==> config.mk <==
export PLATFORM = sky130hd
export DESIGN_NAME = ir_remote_symbol_encoder
export DESIGN_NICKNAME = d
export VERILOG_FILES = /design/src/irse_pkg.sv /design/src/ir_remote_symbol_encoder.sv /design/src/irse_front.sv /design/src/irse_queue.sv /design/src/irse_seq.sv
export SDC_FILE = /design/constraint.sdc
export NUM_CORES = 1
export LEC_CHECK = 0
export ABC_AREA = 1
export BUFFER_PORTS_ARGS = -buffer_cell sky130_fd_sc_hd__buf_4
export CAP_MARGIN = 20
export CORE_MARGIN = 4
export CORE_UTILIZATION = 55
export CTS_CLUSTER_SIZE = 28
export DETAILED_ROUTE_END_ITERATION = 16
export PLACE_DENSITY = 0.76
export SLEW_MARGIN = 20
export SYNTH_ARGS = -nofsm -noshare
export SYNTH_HDL_FRONTEND = slang
export SYNTH_SLANG_ARGS = --single-unit
==> constraint.sdc <==
create_clock -name clk -period 4.2 [get_ports clk]
set_input_delay 0 -clock clk [delete_from_list [all_inputs] [get_ports clk]]
set_output_delay 0 -clock clk [all_outputs]
set_load 0.02 [all_outputs]
==> src/irse_pkg.sv <==
// ----------------------------------------------------------------------------
// irse_pkg: shared types and constants of the IR remote symbol encoder
// Holds command count, repeat count, register map and the symbol timing
// constants used by the front end, queue and symbol sequencer.
// ----------------------------------------------------------------------------
package irse_pkg;

  // burst shape
  localparam int REPEATS       = 2;   // frame copies per burst (1..3)
  localparam int COMMANDS      = 4;   // trigger bits in use (1..4)
  localparam int NUM_CODES     = 4;   // code registers kept
  localparam int CODE_W        = 16;
  localparam int COUNT_W       = 4;
  localparam int TICK_W        = 8;
  localparam int CMD_W         = 2;   // index into the code bank
  localparam int FRAME_SYMBOLS = 18;  // start, 16 data bits, gap
  localparam int SYM_W         = 5;   // index within a frame
  localparam int REP_W         = (REPEATS > 1) ? $clog2(REPEATS) : 1;
  localparam int GAP_UNITS     = 134;

  // symbol positions within a frame
  localparam logic [SYM_W-1:0] SYM_START = SYM_W'(0);
  localparam logic [SYM_W-1:0] SYM_GAP   = SYM_W'(FRAME_SYMBOLS - 1);
  localparam logic [REP_W-1:0] REP_LAST  = REP_W'(REPEATS - 1);

  localparam logic [CODE_W-1:0] DUTY_NEVER = 16'hFFFF;

  // queue between front end and sequencer
  localparam int QUEUE_DEPTH = 2;
  localparam int QPTR_W      = (QUEUE_DEPTH > 1) ? $clog2(QUEUE_DEPTH) : 1;
  localparam int QCNT_W      = $clog2(QUEUE_DEPTH + 1);

  // configuration port
  localparam int CFG_IDX_W  = 3;
  localparam int CFG_DATA_W = 16;

  typedef enum logic [CFG_IDX_W-1:0] {
    REG_CODE_0      = 3'd0,
    REG_CODE_1      = 3'd1,
    REG_CODE_2      = 3'd2,
    REG_CODE_3      = 3'd3,
    REG_BASE_TICKS  = 3'd4,
    REG_COUNTER_MAX = 3'd5
  } cfg_reg_t;

  typedef logic [NUM_CODES-1:0][CODE_W-1:0] code_bank_t;

  // reset values of the configuration registers
  localparam logic [CODE_W-1:0]  RST_CODE_0      = 16'h5000;
  localparam logic [CODE_W-1:0]  RST_CODE_1      = 16'h50FA;
  localparam logic [CODE_W-1:0]  RST_CODE_2      = 16'h5054;
  localparam logic [CODE_W-1:0]  RST_CODE_3      = 16'h50A8;
  localparam logic [TICK_W-1:0]  RST_BASE_TICKS  = 8'd29;
  localparam logic [COUNT_W-1:0] RST_COUNTER_MAX = 4'd3;

  // timer reload values of one burst, minus one, in prescaled ticks
  typedef struct packed {
    logic [CODE_W-1:0] one_unit;
    logic [CODE_W-1:0] two_unit;
    logic [CODE_W-1:0] three_unit;
    logic [CODE_W-1:0] gap_unit;
  } timing_t;

endpackage

==> src/ir_remote_symbol_encoder.sv <==
// ----------------------------------------------------------------------------
// ir_remote_symbol_encoder: pulse-width IR remote burst encoder
// Turns a trigger word into a burst of timer reload pairs for a remote code.
// ----------------------------------------------------------------------------
// A trigger word selects the command of its lowest set bit; that command's
// rolling counter is added to its base code and the burst for that code is
// produced as 36 symbols (two frames of start, 16 data bits MSB first, gap),
// each a duty/period reload pair. A trigger word with no set bit is taken and
// produces nothing. The symbol sequencer emits one symbol per cycle while
// out_ready does not stall it; that sequencer is the only part that sets
// the rate. The front end decodes triggers combinationally and the queue
// holds up to two pending codes, so triggers are taken during a burst.
// Configuration registers (index: 0..3 base codes, 4 base_ticks,
// 5 counter_max) are written through the cfg port, which is always ready;
// write them only while no burst is pending or in flight.
module ir_remote_symbol_encoder (
  input  logic        clk,
  input  logic        rst_n,
  input  logic        in_valid,
  output logic        in_ready,
  input  logic [3:0]  in_trigger_bits,
  output logic        out_valid,
  input  logic        out_ready,
  output logic [15:0] out_duty_reload,
  output logic [15:0] out_period_reload,
  output logic [15:0] out_code_sent,
  output logic        out_last_symbol,
  input  logic        cfg_valid,
  output logic        cfg_ready,
  input  logic [2:0]  cfg_index,
  input  logic [15:0] cfg_data
);

  irse_pkg::code_bank_t          codes_r;
  logic [irse_pkg::TICK_W-1:0]   base_ticks_r;
  logic [irse_pkg::COUNT_W-1:0]  counter_max_r;

  logic                          q_push;
  logic [irse_pkg::CODE_W-1:0]   q_push_code;
  logic                          q_pop;
  logic                          q_full;
  logic                          q_not_empty;
  logic [irse_pkg::CODE_W-1:0]   q_head_code;

  assign cfg_ready = 1'b1;

  // configuration registers; unknown indexes are dropped
  always_ff @(posedge clk) begin
    if (!rst_n) begin
      codes_r[0]    <= irse_pkg::RST_CODE_0;
      codes_r[1]    <= irse_pkg::RST_CODE_1;
      codes_r[2]    <= irse_pkg::RST_CODE_2;
      codes_r[3]    <= irse_pkg::RST_CODE_3;
      base_ticks_r  <= irse_pkg::RST_BASE_TICKS;
      counter_max_r <= irse_pkg::RST_COUNTER_MAX;
    end else if (cfg_valid) begin
      case (irse_pkg::cfg_reg_t'(cfg_index))
        irse_pkg::REG_CODE_0:      codes_r[0]    <= cfg_data;
        irse_pkg::REG_CODE_1:      codes_r[1]    <= cfg_data;
        irse_pkg::REG_CODE_2:      codes_r[2]    <= cfg_data;
        irse_pkg::REG_CODE_3:      codes_r[3]    <= cfg_data;
        irse_pkg::REG_BASE_TICKS:  base_ticks_r  <= cfg_data[irse_pkg::TICK_W-1:0];
        irse_pkg::REG_COUNTER_MAX: counter_max_r <= cfg_data[irse_pkg::COUNT_W-1:0];
        default: ;
      endcase
    end
  end

  irse_front u_front (
    .clk             (clk),
    .rst_n           (rst_n),
    .in_valid        (in_valid),
    .in_ready        (in_ready),
    .in_trigger_bits (in_trigger_bits),
    .codes           (codes_r),
    .counter_max     (counter_max_r),
    .q_full          (q_full),
    .q_push          (q_push),
    .q_code          (q_push_code)
  );

  irse_queue u_queue (
    .clk       (clk),
    .rst_n     (rst_n),
    .push      (q_push),
    .push_code (q_push_code),
    .pop       (q_pop),
    .full      (q_full),
    .not_empty (q_not_empty),
    .head_code (q_head_code)
  );

  irse_seq u_seq (
    .clk               (clk),
    .rst_n             (rst_n),
    .base_ticks        (base_ticks_r),
    .q_not_empty       (q_not_empty),
    .q_code            (q_head_code),
    .q_pop             (q_pop),
    .out_valid         (out_valid),
    .out_ready         (out_ready),
    .out_duty_reload   (out_duty_reload),
    .out_period_reload (out_period_reload),
    .out_code_sent     (out_code_sent),
    .out_last_symbol   (out_last_symbol)
  );

endmodule

==> src/irse_front.sv <==
// ----------------------------------------------------------------------------
// irse_front: trigger decode and rolling counters
// Picks the lowest requested command, advances its rolling counter and
// pushes the resulting code into the burst queue.
// ----------------------------------------------------------------------------
module irse_front (
  input  logic                         clk,
  input  logic                         rst_n,
  input  logic                         in_valid,
  output logic                         in_ready,
  input  logic [3:0]                   in_trigger_bits,
  input  irse_pkg::code_bank_t         codes,
  input  logic [irse_pkg::COUNT_W-1:0] counter_max,
  input  logic                         q_full,
  output logic                         q_push,
  output logic [irse_pkg::CODE_W-1:0]  q_code
);

  logic [irse_pkg::COMMANDS-1:0][irse_pkg::COUNT_W-1:0] next_count_r;
  logic [irse_pkg::COMMANDS-1:0][irse_pkg::COUNT_W-1:0] next_count_nxt;
  logic [irse_pkg::CMD_W-1:0]   sel;
  logic                         hit;
  logic [irse_pkg::COUNT_W-1:0] cnt;

  // lowest set request bit wins
  always_comb begin
    sel = '0;
    hit = 1'b0;
    for (int i = irse_pkg::COMMANDS - 1; i >= 0; i--) begin
      if (in_trigger_bits[i]) begin
        sel = irse_pkg::CMD_W'(i);
        hit = 1'b1;
      end
    end
  end

  assign in_ready = !q_full;
  assign q_push   = in_valid && !q_full && hit;

  // counter value in use, folded back to zero past the maximum
  always_comb begin
    cnt = next_count_r[sel];
    if (cnt > counter_max) begin
      cnt = '0;
    end
    next_count_nxt = next_count_r;
    if (q_push) begin
      next_count_nxt[sel] = cnt + irse_pkg::COUNT_W'(1);
    end
  end

  assign q_code = codes[sel] + irse_pkg::CODE_W'(cnt);

  always_ff @(posedge clk) begin
    if (!rst_n) begin
      next_count_r <= '0;
    end else begin
      next_count_r <= next_count_nxt;
    end
  end

endmodule

==> src/irse_queue.sv <==
// ----------------------------------------------------------------------------
// irse_queue: short code queue
// Two-entry register queue that decouples trigger decode from symbol output.
// ----------------------------------------------------------------------------
module irse_queue (
  input  logic                        clk,
  input  logic                        rst_n,
  input  logic                        push,
  input  logic [irse_pkg::CODE_W-1:0] push_code,
  input  logic                        pop,
  output logic                        full,
  output logic                        not_empty,
  output logic [irse_pkg::CODE_W-1:0] head_code
);

  logic [irse_pkg::QUEUE_DEPTH-1:0][irse_pkg::CODE_W-1:0] entry_r;
  logic [irse_pkg::QPTR_W-1:0] wr_ptr_r;
  logic [irse_pkg::QPTR_W-1:0] rd_ptr_r;
  logic [irse_pkg::QCNT_W-1:0] count_r;
  logic [irse_pkg::QCNT_W-1:0] count_nxt;

  assign full      = (count_r == irse_pkg::QCNT_W'(irse_pkg::QUEUE_DEPTH));
  assign not_empty = (count_r != '0);
  assign head_code = entry_r[rd_ptr_r];

  always_comb begin
    count_nxt = count_r;
    if (push && !pop) begin
      count_nxt = count_r + irse_pkg::QCNT_W'(1);
    end else if (pop && !push) begin
      count_nxt = count_r - irse_pkg::QCNT_W'(1);
    end
  end

  // pointers and fill level
  always_ff @(posedge clk) begin
    if (!rst_n) begin
      wr_ptr_r <= '0;
      rd_ptr_r <= '0;
      count_r  <= '0;
    end else begin
      count_r <= count_nxt;
      if (push) begin
        wr_ptr_r <= wr_ptr_r + irse_pkg::QPTR_W'(1);
      end
      if (pop) begin
        rd_ptr_r <= rd_ptr_r + irse_pkg::QPTR_W'(1);
      end
    end
  end

  // storage, no reset
  always_ff @(posedge clk) begin
    if (push) begin
      entry_r[wr_ptr_r] <= push_code;
    end
  end

endmodule

==> src/irse_seq.sv <==
// ----------------------------------------------------------------------------
// irse_seq: symbol sequencer
// Takes one code at a time from the queue and emits start, data and gap
// symbols of every frame copy, one symbol per cycle while the output is not
// stalled, through an output register.
// ----------------------------------------------------------------------------
module irse_seq (
  input  logic                        clk,
  input  logic                        rst_n,
  input  logic [irse_pkg::TICK_W-1:0] base_ticks,
  input  logic                        q_not_empty,
  input  logic [irse_pkg::CODE_W-1:0] q_code,
  output logic                        q_pop,
  output logic                        out_valid,
  input  logic                        out_ready,
  output logic [15:0]                 out_duty_reload,
  output logic [15:0]                 out_period_reload,
  output logic [15:0]                 out_code_sent,
  output logic                        out_last_symbol
);

  logic                        busy_r;
  logic                        busy_nxt;
  logic [irse_pkg::SYM_W-1:0]  sym_r;
  logic [irse_pkg::SYM_W-1:0]  sym_nxt;
  logic [irse_pkg::REP_W-1:0]  rep_r;
  logic [irse_pkg::REP_W-1:0]  rep_nxt;
  logic [irse_pkg::CODE_W-1:0] code_r;
  irse_pkg::timing_t           tim_r;
  irse_pkg::timing_t           tim_new;
  logic                        out_valid_r;
  logic [15:0]                 duty_r;
  logic [15:0]                 period_r;
  logic [15:0]                 code_out_r;
  logic                        last_r;

  logic                        advance;
  logic                        emit;
  logic                        last_copy;
  logic                        burst_end;
  logic [irse_pkg::SYM_W-1:0]  bit_pos;
  logic [15:0]                 sym_duty;
  logic [15:0]                 sym_period;
  logic [irse_pkg::CODE_W-1:0] b_ext;
  logic [irse_pkg::CODE_W-1:0] gap_ticks;

  // timing for a new burst; the user keeps base_ticks static while a burst runs, the block does not enforce it
  assign b_ext     = irse_pkg::CODE_W'(base_ticks);
  assign gap_ticks = b_ext * irse_pkg::CODE_W'(irse_pkg::GAP_UNITS);
  always_comb begin
    tim_new.one_unit   = b_ext - irse_pkg::CODE_W'(1);
    tim_new.two_unit   = (b_ext << 1) - irse_pkg::CODE_W'(1);
    tim_new.three_unit = (b_ext << 1) + b_ext - irse_pkg::CODE_W'(1);
    tim_new.gap_unit   = gap_ticks - irse_pkg::CODE_W'(1);
  end

  assign advance   = !out_valid_r || out_ready;
  assign emit      = busy_r && advance;
  assign last_copy = (rep_r == irse_pkg::REP_LAST);
  assign burst_end = emit && last_copy && (sym_r == irse_pkg::SYM_GAP);
  assign q_pop     = q_not_empty && (!busy_r || burst_end);

  // data bit for symbols 1..16, MSB first
  assign bit_pos = irse_pkg::SYM_W'(16) - sym_r;

  // symbol decode
  always_comb begin
    if (sym_r == irse_pkg::SYM_START) begin
      sym_duty   = '0;
      sym_period = tim_r.three_unit;
    end else if (sym_r == irse_pkg::SYM_GAP) begin
      sym_duty   = last_copy ? tim_r.gap_unit : irse_pkg::DUTY_NEVER;
      sym_period = tim_r.gap_unit;
    end else if (code_r[bit_pos[3:0]]) begin
      sym_duty   = tim_r.two_unit;
      sym_period = tim_r.three_unit;
    end else begin
      sym_duty   = tim_r.one_unit;
      sym_period = tim_r.two_unit;
    end
  end

  // position within the burst
  always_comb begin
    busy_nxt = busy_r;
    sym_nxt  = sym_r;
    rep_nxt  = rep_r;
    if (emit) begin
      if (sym_r == irse_pkg::SYM_GAP) begin
        sym_nxt = '0;
        if (last_copy) begin
          rep_nxt  = '0;
          busy_nxt = 1'b0;
        end else begin
          rep_nxt = rep_r + irse_pkg::REP_W'(1);
        end
      end else begin
        sym_nxt = sym_r + irse_pkg::SYM_W'(1);
      end
    end
    if (q_pop) begin
      busy_nxt = 1'b1;
      sym_nxt  = '0;
      rep_nxt  = '0;
    end
  end

  always_ff @(posedge clk) begin
    if (!rst_n) begin
      busy_r      <= 1'b0;
      sym_r       <= '0;
      rep_r       <= '0;
      out_valid_r <= 1'b0;
    end else begin
      busy_r <= busy_nxt;
      sym_r  <= sym_nxt;
      rep_r  <= rep_nxt;
      if (emit) begin
        out_valid_r <= 1'b1;
      end else if (out_ready) begin
        out_valid_r <= 1'b0;
      end
    end
  end

  // burst and output payload
  always_ff @(posedge clk) begin
    if (q_pop) begin
      code_r <= q_code;
      tim_r  <= tim_new;
    end
    if (emit) begin
      duty_r     <= sym_duty;
      period_r   <= sym_period;
      code_out_r <= code_r;
      last_r     <= last_copy && (sym_r == irse_pkg::SYM_GAP);
    end
  end

  assign out_valid         = out_valid_r;
  assign out_duty_reload   = duty_r;
  assign out_period_reload = period_r;
  assign out_code_sent     = code_out_r;
  assign out_last_symbol   = last_r;

endmodule

[Word level (Yosys, flattened, before mapping)]
Index checks and enable logic that the tools add are counted.
Widths: inputs -> output; s select.
Storage, ports and cells
  output and inout port bits: 52
  input bits: 28
  register bits after elaboration: 265
Operators by class
  reduce and logical (&&, ||, !) cells: 35
  add/subtract/negate cells: 14
  multipliers: 1
  equality and inequality tests: 7
  $lt $le $gt $ge: 7
  multiplexer cells: 39
  bitwise gates (word level): 1
Operator list (count)
  $mux 16: 10
  $bmux 16 s2: 1
  $bwmux 32: 1
  $sub 16x1->16 const B: 2
  $add 16x4->16: 1
  $bwmux 16: 1
  $demux 16 s1: 1
  $mul 8x7->15 const B: 1
  $reduce_and 2->1: 7
  $mux 1: 12
  $mux 2: 6
  $mux 4: 3
  $reduce_bool 2->1: 6
  $logic_and 1x1->1: 11
  $add 9x8->10: 1
  $sub 9x1->10 const B: 1
  $sub 8x1->9 const B: 1
  $bmux 4 s2: 1
  $demux 4 s2: 1
  $eq 3x2->1 const B: 2
  $eq 3x3->1 const B: 2
  $add 5x1->5 const B: 1
  $eq 5x5->1 const B: 1
  $logic_not 1->1: 5
  other kinds (21): 25

[Logic depth before layout (Yosys ltp)]
Gate-level depths: netlist of the first run.
  depth after elaboration: 10
  mapped depth: 28
  depth with buffers taken out: 27

[Hierarchy]
From an unflattened synthesis of the first run, not the netlist that was laid out.
Unflattened totals
  cells, all modules: 1568
  area, all modules: 12697.2 um^2
By module, submodules not included
  irse_seq: area each 6069.6 um^2, cells an instance 659, sequential area each 3103.0 um^2, instances 1
  ir_remote_symbol_encoder: area each 2981.6 um^2, cells an instance 420, sequential area each 1521.5 um^2, instances 1
  irse_front: area each 2239.6 um^2, cells an instance 406, sequential area each 320.3 um^2, instances 1
  irse_queue: area each 1406.3 um^2, cells an instance 83, sequential area each 1041.0 um^2, instances 1

[Worst setup path before layout of the first run]
OpenSTA, ideal clock, no wires.
  path type: flip-flop to flip-flop
  from: register u_seq.out_valid_r, in the netlist u_seq.out_valid
  to: register u_queue.count_r[1] (netlist name)
  buffers on the path: 0
  setup slack: -0.217 ns
  arrival time: 4.295 ns
  setup time: 0.122 ns
  period minus slack after synthesis: 4.417 ns
  stages on the path, launching flop included: 12
  cells stage by stage: dfxtp_1 -> nand2_1 -> nand2_1 -> inv_1 -> a21oi_1 -> a21oi_2 -> inv_1 -> ha_1 -> a21oi_1 -> o21ai_0 -> o21ai_0 -> a21oi_1
On the way
  word-level cells in the longest chain between the ends: 10
  elaborated cells between the ends (all ways): 12
  those cells by class: mux (1); reduce/logical (11)
Ends and longest elaborated chain
  start: declaration: line irse_seq.sv:31  | logic out_valid_r;
  start signal: assignment: line irse_seq.sv:113  | out_valid_r <= 1'b0;
  start signal: assignment: line irse_seq.sv:119  | out_valid_r <= 1'b1;
  start signal: assignment: line irse_seq.sv:121  | out_valid_r <= 1'b0;
  $logic_not 1->1 *: line irse_seq.sv:57  | assign advance = !out_valid_r || out_ready;
  $logic_or 1x1->1 *: line irse_seq.sv:57
  $logic_and 1x1->1 *: line irse_seq.sv:58  | assign emit = busy_r && advance;
  net u_seq.emit: line irse_seq.sv:38  | logic emit;
  $logic_and 1x1->1 * (2 in a row): line irse_seq.sv:60  | assign burst_end = emit && last_copy && (sym_r == irse_pkg::SYM_GAP);
  $logic_or 1x1->1 *: line irse_seq.sv:61  | assign q_pop = q_not_empty && (!busy_r || burst_end);
  $logic_and 1x1->1 *: line irse_seq.sv:61
  net q_pop: line ir_remote_symbol_encoder.sv:40  | logic q_pop;
  $logic_not 1->1: line irse_queue.sv:28  | if (push && !pop) begin
  $logic_and 1x1->1: line irse_queue.sv:28
  $mux 2 or $reduce_bool 2->1 (tied branches)
  end signal: assignment: line irse_queue.sv:42  | count_r <= count_nxt;
  end: declaration: line irse_queue.sv:19  | logic [irse_pkg::QCNT_W-1:0] count_r;
Mark *: on every way through the listed nets, which the timed path passes. The rest lies on a longest branch.
A chain may end at the register's enable or synchronous reset.

[Final worst setup path of the first run]
  from: register u_front.next_count_r[10] (netlist name)
  to: register u_queue.entry_r[29] (netlist name) (data pin)
On the way
  word-level cells in the longest chain between the ends: 6
Ends and longest elaborated chain
  start: declaration: line irse_front.sv:19  | logic [irse_pkg::COMMANDS-1:0][irse_pkg::COUNT_W-1:0] next_count_r;
  start signal: assignment: line irse_front.sv:58  | next_count_r <= next_count_nxt;
  $bmux 4 s2 *: line irse_front.sv:42  | cnt = next_count_r[sel];
  $mux 4 (implied by the code) *: line irse_front.sv:42
  $gt 4x4->1: line irse_front.sv:43  | if (cnt > counter_max) begin
  $mux 4 *: line irse_front.sv:43
  $add 16x4->16 *: line irse_front.sv:52  | assign q_code = codes[sel] + irse_pkg::CODE_W'(cnt);
  net q_push_code (one bit): line ir_remote_symbol_encoder.sv:39  | logic [irse_pkg::CODE_W-1:0] q_push_code;
  $bwmux 32 *: line irse_queue.sv:55  | entry_r[wr_ptr_r] <= push_code;
  end signal: indexed assignment: line irse_queue.sv:55
  end: declaration: line irse_queue.sv:16  | logic [irse_pkg::QUEUE_DEPTH-1:0][irse_pkg::CODE_W-1:0] entry_r;
Mark *: on every way through the listed nets, which the timed path passes. The rest lies on a longest branch. The select of a mux whose other input is x is not followed.

==> impl_metrics.tcl, run 1 <==
set metrics [dict create \
    outcome "finished, final reports clean" \
    setup_slack_ns 0.8636 \
    design.core.area_sq_um 21350 \
    power.share.switching 0.3289 \
    timing.fmax_mhz 299.7 \
    route.detailed.vias_per_inst 5.258 \
    clockRootBuffer "clkbuf_16" \
    met2WireLength_mm 12.01 \
    n_antenna_cell 0 \
    number_of_synthesized_flops_with_an_enable_pin 133 \
    slew_viol_final 0 \
    worst_slew_margin_rel 0.4752 \
    path_max_fanout 5 \
    seqPwrFrac 0.437 \
    gp_congestion 0.9124 \
    hpwl_mm 18.75 \
    fin_crit_ns 3.336 \
    cts_resized 0 \
    avgSynthCellArea_sq_um 8.322 \
    final_nets 1647 \
    floorplan.initialDensity 0.5663 \
    fin_worst_skew_ns 0.01363 \
    crit_path_start_kind "flip-flop" \
    io_pins 80 \
    setup_tns_ns 0 \
    row_count 53 \
    timing_worst_setup_path_type "reg2reg" \
    postcts_setup_bufs 0 \
    dr_total_vias 9748 \
    die_w_microns 156.3 \
    grt_start_max_net_pins 84 \
    power.clock.fraction 0.288 \
    period_share 0.7944 \
    synth.area.top_cells "edfxtp_1, dfxtp_1, nand2_1" \
    pre_cts_ws_ns 0.4934 \
    die-area_sq_um 24420 \
    yosysTopAreaCellShare 0.3303 \
    ys.warnings.count 0 \
    synth_area_sq_um 12090 \
    pleak_nw 6.512 \
    globalRoute.totalOverflow 0 \
    finalHoldViolations 0 \
    worst_skew_pair.late_latency_ns 0.52 \
    cts_max_level 1 \
    avgRoutedWirePerCell_microns 14.26 \
    port_buffers 78 \
    clock_sink_count 237 \
    die_height_microns 156.3 \
    grt_antenna_before_repair 0 \
    postRouteWirelength_mm 26.44 \
    first_iter_violations 695 \
    stdcell_area_sq_um 14060 \
    placed_cell_area_sq_um 12940 \
    cap_violations 0 \
    wirelength_met1_mm 12.33 \
    tritoncts "yes" \
    comb_power_share 0.275 \
    highest_metal_layer_with_signal_wires "met4" \
    synth_nets 1540 \
    rsz0062_at_grt "no" \
    clk_transition_reported_paths_ns 0.06 \
    hold_class "in2reg" \
    post_synth_inst_count 1453 \
    global_route.usage.total 0.2134 \
    post-route-drc-count 0 \
    grt_first_pass_wirelength_mm 43.10 \
    worstSetupEndpointType "flip-flop" \
    synthDistinctLibCells 46 \
    timing.critical_path.required_ns 4.47 \
    synthFlopType "edfxtp_1" \
    drive_gt1_frac 0.1058 \
    grt_pass1_vias 8800 \
    power_density_over_cell_area_nw_per_um2 548.7 \
    area_growth_syn_to_layout_pct 16.28 \
    detailedRoute.firstPassIterationCount 6 \
    internal_power_mw 5.177 \
    ys_ff_latch 237 \
    post_route_hold_slack_ns 0.04117 \
    actual_slew_at_the_worst_max_slew_pin_ns 0.7871 \
    tritoncts_buffers 25 \
    antenna_left 0 \
    synth_top_cell_by_area "edfxtp_1" \
    switching_power_summed_over_all_nets_mw 2.538 \
    ys_seq_area_frac 0.5025 \
    cts.path.max_buffers 3 \
    met3_wirelength_mm 1.689 \
    power.ir.vdd_worst_v 0.0003049 \
    timing.final.setup_violations 0 \
    synth_async_sr_flop_share 0 \
    critPathArrivalTime_ns 3.61 \
]
kinds of logic (layout without fill, tap and decap cells):
family | after synthesis | after routing | synth area share
other | 1 | 1 | 0.0003101
AO/OA/AOI/OAI | 183 | 183 | 0.08444
flip-flops | 237 | 237 | 0.5025
buffers and inverters | 221 | 347 | 0.07243
XOR/XNOR | 38 | 38 | 0.02815
AND/OR/NAND/NOR | 714 | 714 | 0.2474
adder cells (fa/ha/maj) | 59 | 59 | 0.06478
placed cells by master (no fill, tap or decap), drive strengths merged:
master,Yosys,routed
a211oi,1,1
clkbuf,26,34
o22ai,11,11
clkinv,3,9
dlygate4sd3,0,26
clkinvlp,0,2
a31o,1,1
nor2,194,194
conb,1,1
nor3,4,4
o211ai,16,16
buf,12,92
nand2,387,387
nand3b,5,5
o31ai,1,1
a21o,3,3
bufinv,0,2
nand4,11,11
xor2,27,27
or2,2,2
nor2b,1,1
dfxtp,104,104
o221ai,4,4
nor3b,1,1
fa,6,6
ha,53,53
edfxtp,133,133
nand3,106,106
xnor2,11,11
o21ai,94,94
a21boi,2,2
nor4,3,3
inv,180,182
a21oi,50,50
repair_timing:
action / 4_1_cts / 5_1_grt
endpoints found under the hold margin: 79 / 0
hold buffers: 26 / 0
setup endpoints to repair: 0 / 0
critical path, stage by stage (launching register included):
cell,delay [ns]
dfxtp_1,0.32
o22ai_1,0.17
inv_1,0.06
nand2_1,0.15
inv_1,0.07
ha_1,0.26
nand2_1,0.07
inv_1,0.04
o21ai_0,0.07
nand2_1,0.06
o21ai_0,0.15
inv_1,0.15
nor2_1,0.37
ha_1,0.21
nand3_1,0.07
nand2_1,0.11
a21o_1,0.13
nand3_1,0.10
nor2_1,0.12
nand2_2,0.09
nor2_4,0.13
nand2_1,0.07
nand2_1,0.06
nand2_1,0.06
metrics by stage:
step                      power, mW  cells  utilization
after global routing          8.156   1854       0.6584
after detailed placement      5.504   1782       0.6062
after global placement        5.449   1782       0.6062
after CTS                     7.751   1854       0.6584
final                         7.715   1854       0.6584
after floorplan               4.834   1453            -
synth_stat cells (8+ instances only):
master / instances
nand3_1: 103
nand2_1: 376
xor2_1: 26
nor2_1: 186
clkbuf_1: 26
o21ai_1: 8
nand2_2: 10
dfxtp_1: 104
inv_1: 174
o21ai_0: 85
ha_1: 53
o22ai_1: 11
xnor2_1: 11
nand4_1: 11
o211ai_1: 16
edfxtp_1: 133
a21oi_1: 49
path summary, 6_finish.rpt:
kind	startpoint	endpoint	slack (ns)	cells past startpoint
setup / recovery	u_front.next_count_r[10]$_SDFFE_PN0P_	u_queue.entry_r[29]$_DFFE_PP_	0.86	23
hold / removal	rst_n	codes_r[20]$_SDFFE_PN1P_	0.04	2
setup reg to reg	u_front.next_count_r[10]$_SDFFE_PN0P_	u_queue.entry_r[29]$_DFFE_PP_	0.86	23
hold reg to reg	u_seq.code_r[9]$_DFFE_PP_	u_seq.out_code_sent[9]$_DFFE_PP_	0.45	0
registers in the layout, indices dropped and copies added, names as in the netlist, 2 cells and up:
register / count
counter_max_r: 4
u_seq.sym_r: 5
base_ticks_r: 8
u_seq.tim_r: 36
u_seq.out_code_sent: 16
u_queue.entry_r: 32
u_seq.code_r: 16
codes_r: 64
u_seq.out_duty_reload: 16
u_seq.out_period_reload: 16
u_queue.count_r: 2
u_front.next_count_r: 16
cell type report:
type	instances	area, sq um
inverters	183	686.9
multi-input cells	995	5147
clock buffers	34	721.9
flip-flops and latches	237	6076
well taps	275	344.1
repair buffers	118	950.9
fillers	1751	7293
clock inverters	12	132.6
routing by layer:
metal | up-vias | global-route usage
met5 | - | 0
met4 | 0 | 0.03967
met3 | 33 | 0.03014
met2 | 289 | 0.3424
met1 | 4488 | 0.3142
li1 | 4938 | -
power groups by stage:
stage / sequential (mW) / combinational (mW) / clock, mW
after floorplan: 3.55 / 1.29 / 0
after global placement: 3.40 / 2.05 / 0
after detailed placement: 3.41 / 2.09 / 0
after CTS: 3.37 / 2.12 / 2.26
after global routing: 3.42 / 2.38 / 2.36
final: 3.37 / 2.12 / 2.22
No activity file was read; power rests on OpenSTA's default activity.
==> run 2, diff against run 1 <==
CORE_UTILIZATION = 56   (was 55)
PLACE_DENSITY = 0.75   (was 0.76)
clock period = 3.1 ns   (was 4.2 ns; I/O delays follow)
==> impl_metrics.tcl, run 2 (same netlist as run 1, synthesis figures left out) <==
set metrics [dict create \
    outcome "finished, final reports clean" \
    actual_slew_at_the_worst_max_slew_pin_ns 0.7616 \
    timing.fmax_mhz 336.9 \
    globalRoute.totalOverflow 0 \
    cpPeakStageDelay_ns 0.33 \
    critical_path_cell_by_cell "o22ai_1 -> inv_1 -> nand2_1 -> inv_1 -> ha_1 -> nand2_2 -> buf_4 -> o21ai_2 -> nand2_1 -> inv_2 -> ha_4 -> fa_2 -> nand3_1 -> nand2_2 -> nand3_2 -> nor2_4 -> nand2_2 -> nor2_4 -> nand2_1 -> nand2_1 -> nand2_1" \
    timing.final.setup_violations 0 \
    final_common_cell "nand2_1" \
    tritoncts_buffers 26 \
    drive_gt1_frac 0.1477 \
    sequential_cell_area_in_the_final_layout_sq_um 6078 \
    power.ir.vdd_worst_v 0.0004196 \
    leading_cell_types_in_the_layout_fill_and_taps_excluded "nand2_1, nor2_1, inv_1" \
    min_path_cells 6 \
    cap_violations 0 \
    met2WireLength_mm 12.34 \
    grt_start_max_net_pins 83 \
    critPathArrivalTime_ns 3.25 \
    max_flop_register "codes_r" \
    die-area_sq_um 24010 \
    finalCoreUtilization 0.6856 \
    largest_register_ffs 64 \
    row_count 53 \
    pleak_nw 6.678 \
    reg2reg_depth 21 \
    crit_path_start_kind "flip-flop" \
    area_growth_syn_to_layout_pct 19.95 \
    n_fill_cell 1653 \
    detailedRoute.firstPassIterationCount 5 \
    worst_skew_pair.late_latency_ns 0.53 \
    stdcell_area_sq_um 14500 \
    pre_cts_ws_ns -0.2158 \
    multi_input_comb_area_sq_um 5324 \
    cts_max_level 1 \
    avgRoutedWirePerCell_microns 14.48 \
    first_iter_violations 683 \
    post-route-drc-count 0 \
    n_antenna_cell 0 \
    slew_viol_final 0 \
    antenna_left 0 \
    registers_with_the_highest_flip_flop_counts "codes_r x64, u_seq.tim_r x36, u_queue.entry_r x32" \
    clock_sink_count 237 \
    wirelength_met1_mm 12.62 \
    grt_antenna_before_repair 0 \
    postRouteWirelength_mm 27.41 \
    clockRootBuffer "clkbuf_16" \
    worst_slew_margin_rel 0.4923 \
    period_share 0.9576 \
    global_route.usage.total 0.2257 \
    timing.critical_path.required_ns 3.38 \
    clk_transition_reported_paths_ns 0.06 \
    placed_cell_area_sq_um 13250 \
    hpwl_mm 19.15 \
    design.core.area_sq_um 21150 \
    dr_total_vias 9865 \
    met3_wirelength_mm 1.809 \
    grt_pass1_vias 9046 \
    setup_tns_ns 0 \
    fin_crit_ns 2.968 \
    die_height_microns 154.9 \
    gp_congestion 0.9469 \
    cpMaxStageDelayCell "dfxtp_2" \
    hold_class "in2reg" \
    final_cell_count_no_fill 1893 \
    cp_common_cell "nand2_1" \
    floorplan.initialDensity 0.5716 \
    route.detailed.vias_per_inst 5.211 \
    io_pins 80 \
    post_route_hold_slack_ns 0.05326 \
    timing_worst_setup_path_type "reg2reg" \
    port_buffers 78 \
    design_power_total_mw 10.60 \
    grt_first_pass_wirelength_mm 44.60 \
    path_max_fanout 3 \
    highest_metal_layer_with_signal_wires "met4" \
    final_nets 1685 \
    die_w_microns 154.9 \
    worstSetupEndpointType "flip-flop" \
    fin_worst_skew_ns 0.02074 \
    tritoncts "yes" \
    cts.path.max_buffers 3 \
    placedCellCount 1818 \
    power_density_over_cell_area_nw_per_um2 731.0 \
    finalHoldViolations 0 \
    setup_slack_ns 0.1316 \
]
-- run 2: cell types whose count changed in the layout (fill, tap and decap cells not counted), moves of 3 or more --
cell	change
buf_4	+40
ha_1	-8
ha_4	+7
nand2_1	-5
nand2_2	+5
nor2_1	-5
nor2_2	+4
dlygate4sd3_1	-3
inv_1	-3
nand3_1	-3
nand3_2	+3
-- run 2: layout make-up --
cell class | instances | share of cell area
sequential | 237 | 0.4191
multi-input combinational | 995 | 0.3671
timing repair buffer | 155 | 0.08420
clock buffer | 35 | 0.05072
inverter | 183 | 0.04762
tap | 275 | 0.02372
clock inverter | 13 | 0.007591
-- run 2: power by group --
| part | switching [mW] | internal, mW |
|---|---|---|
| logic | 2.03 | 1.05 |
| registers | 0.280 | 4.27 |
| clock network | 1.22 | 1.76 |
-- run 2: critical path: cells and delay by family (launching register included) --
kind | cells | cell delay [ns]
AO/OA/AOI/OAI | 2 | 0.36
adder cells (fa/ha/maj) | 3 | 0.65
buffers and inverters | 4 | 0.33
flip-flops | 1 | 0.33
AND/OR/NAND/NOR | 12 | 1.07
-- run 2: per-layer routing --
metal  up-vias  GRT usage
met5         -          0
met4         0    0.06602
met3        49    0.02782
met2       314     0.3651
met1      4477     0.3215
li1       5025          -
-- run 2: final timing paths --
| kind | to | start | slack (ns) |
|---|---|---|---|
| min reg2reg | u_seq.out_code_sent[14]$_DFFE_PP_ | u_seq.code_r[14]$_DFFE_PP_ | 0.45 |
| min | u_front.next_count_r[7]$_SDFFE_PN0P_ | in_trigger_bits[1] | 0.05 |
| max | u_queue.entry_r[12]$_DFFE_PP_ | u_front.next_count_r[10]$_SDFFE_PN0P_ | 0.13 |
| max reg2reg | u_queue.entry_r[12]$_DFFE_PP_ | u_front.next_count_r[10]$_SDFFE_PN0P_ | 0.13 |
-- run 2: timing repair --
| action | 4_1_cts | 5_1_grt |
|---|---|---|
| hold buffers | 23 | 0 |
| endpoints found under the setup margin | 10 | 28 |
| gates resized for setup | 3 | 30 |
| endpoints found under the hold margin | 82 | 0 |
| pin swaps | 0 | 15 |
| setup buffers | 0 | 4 |
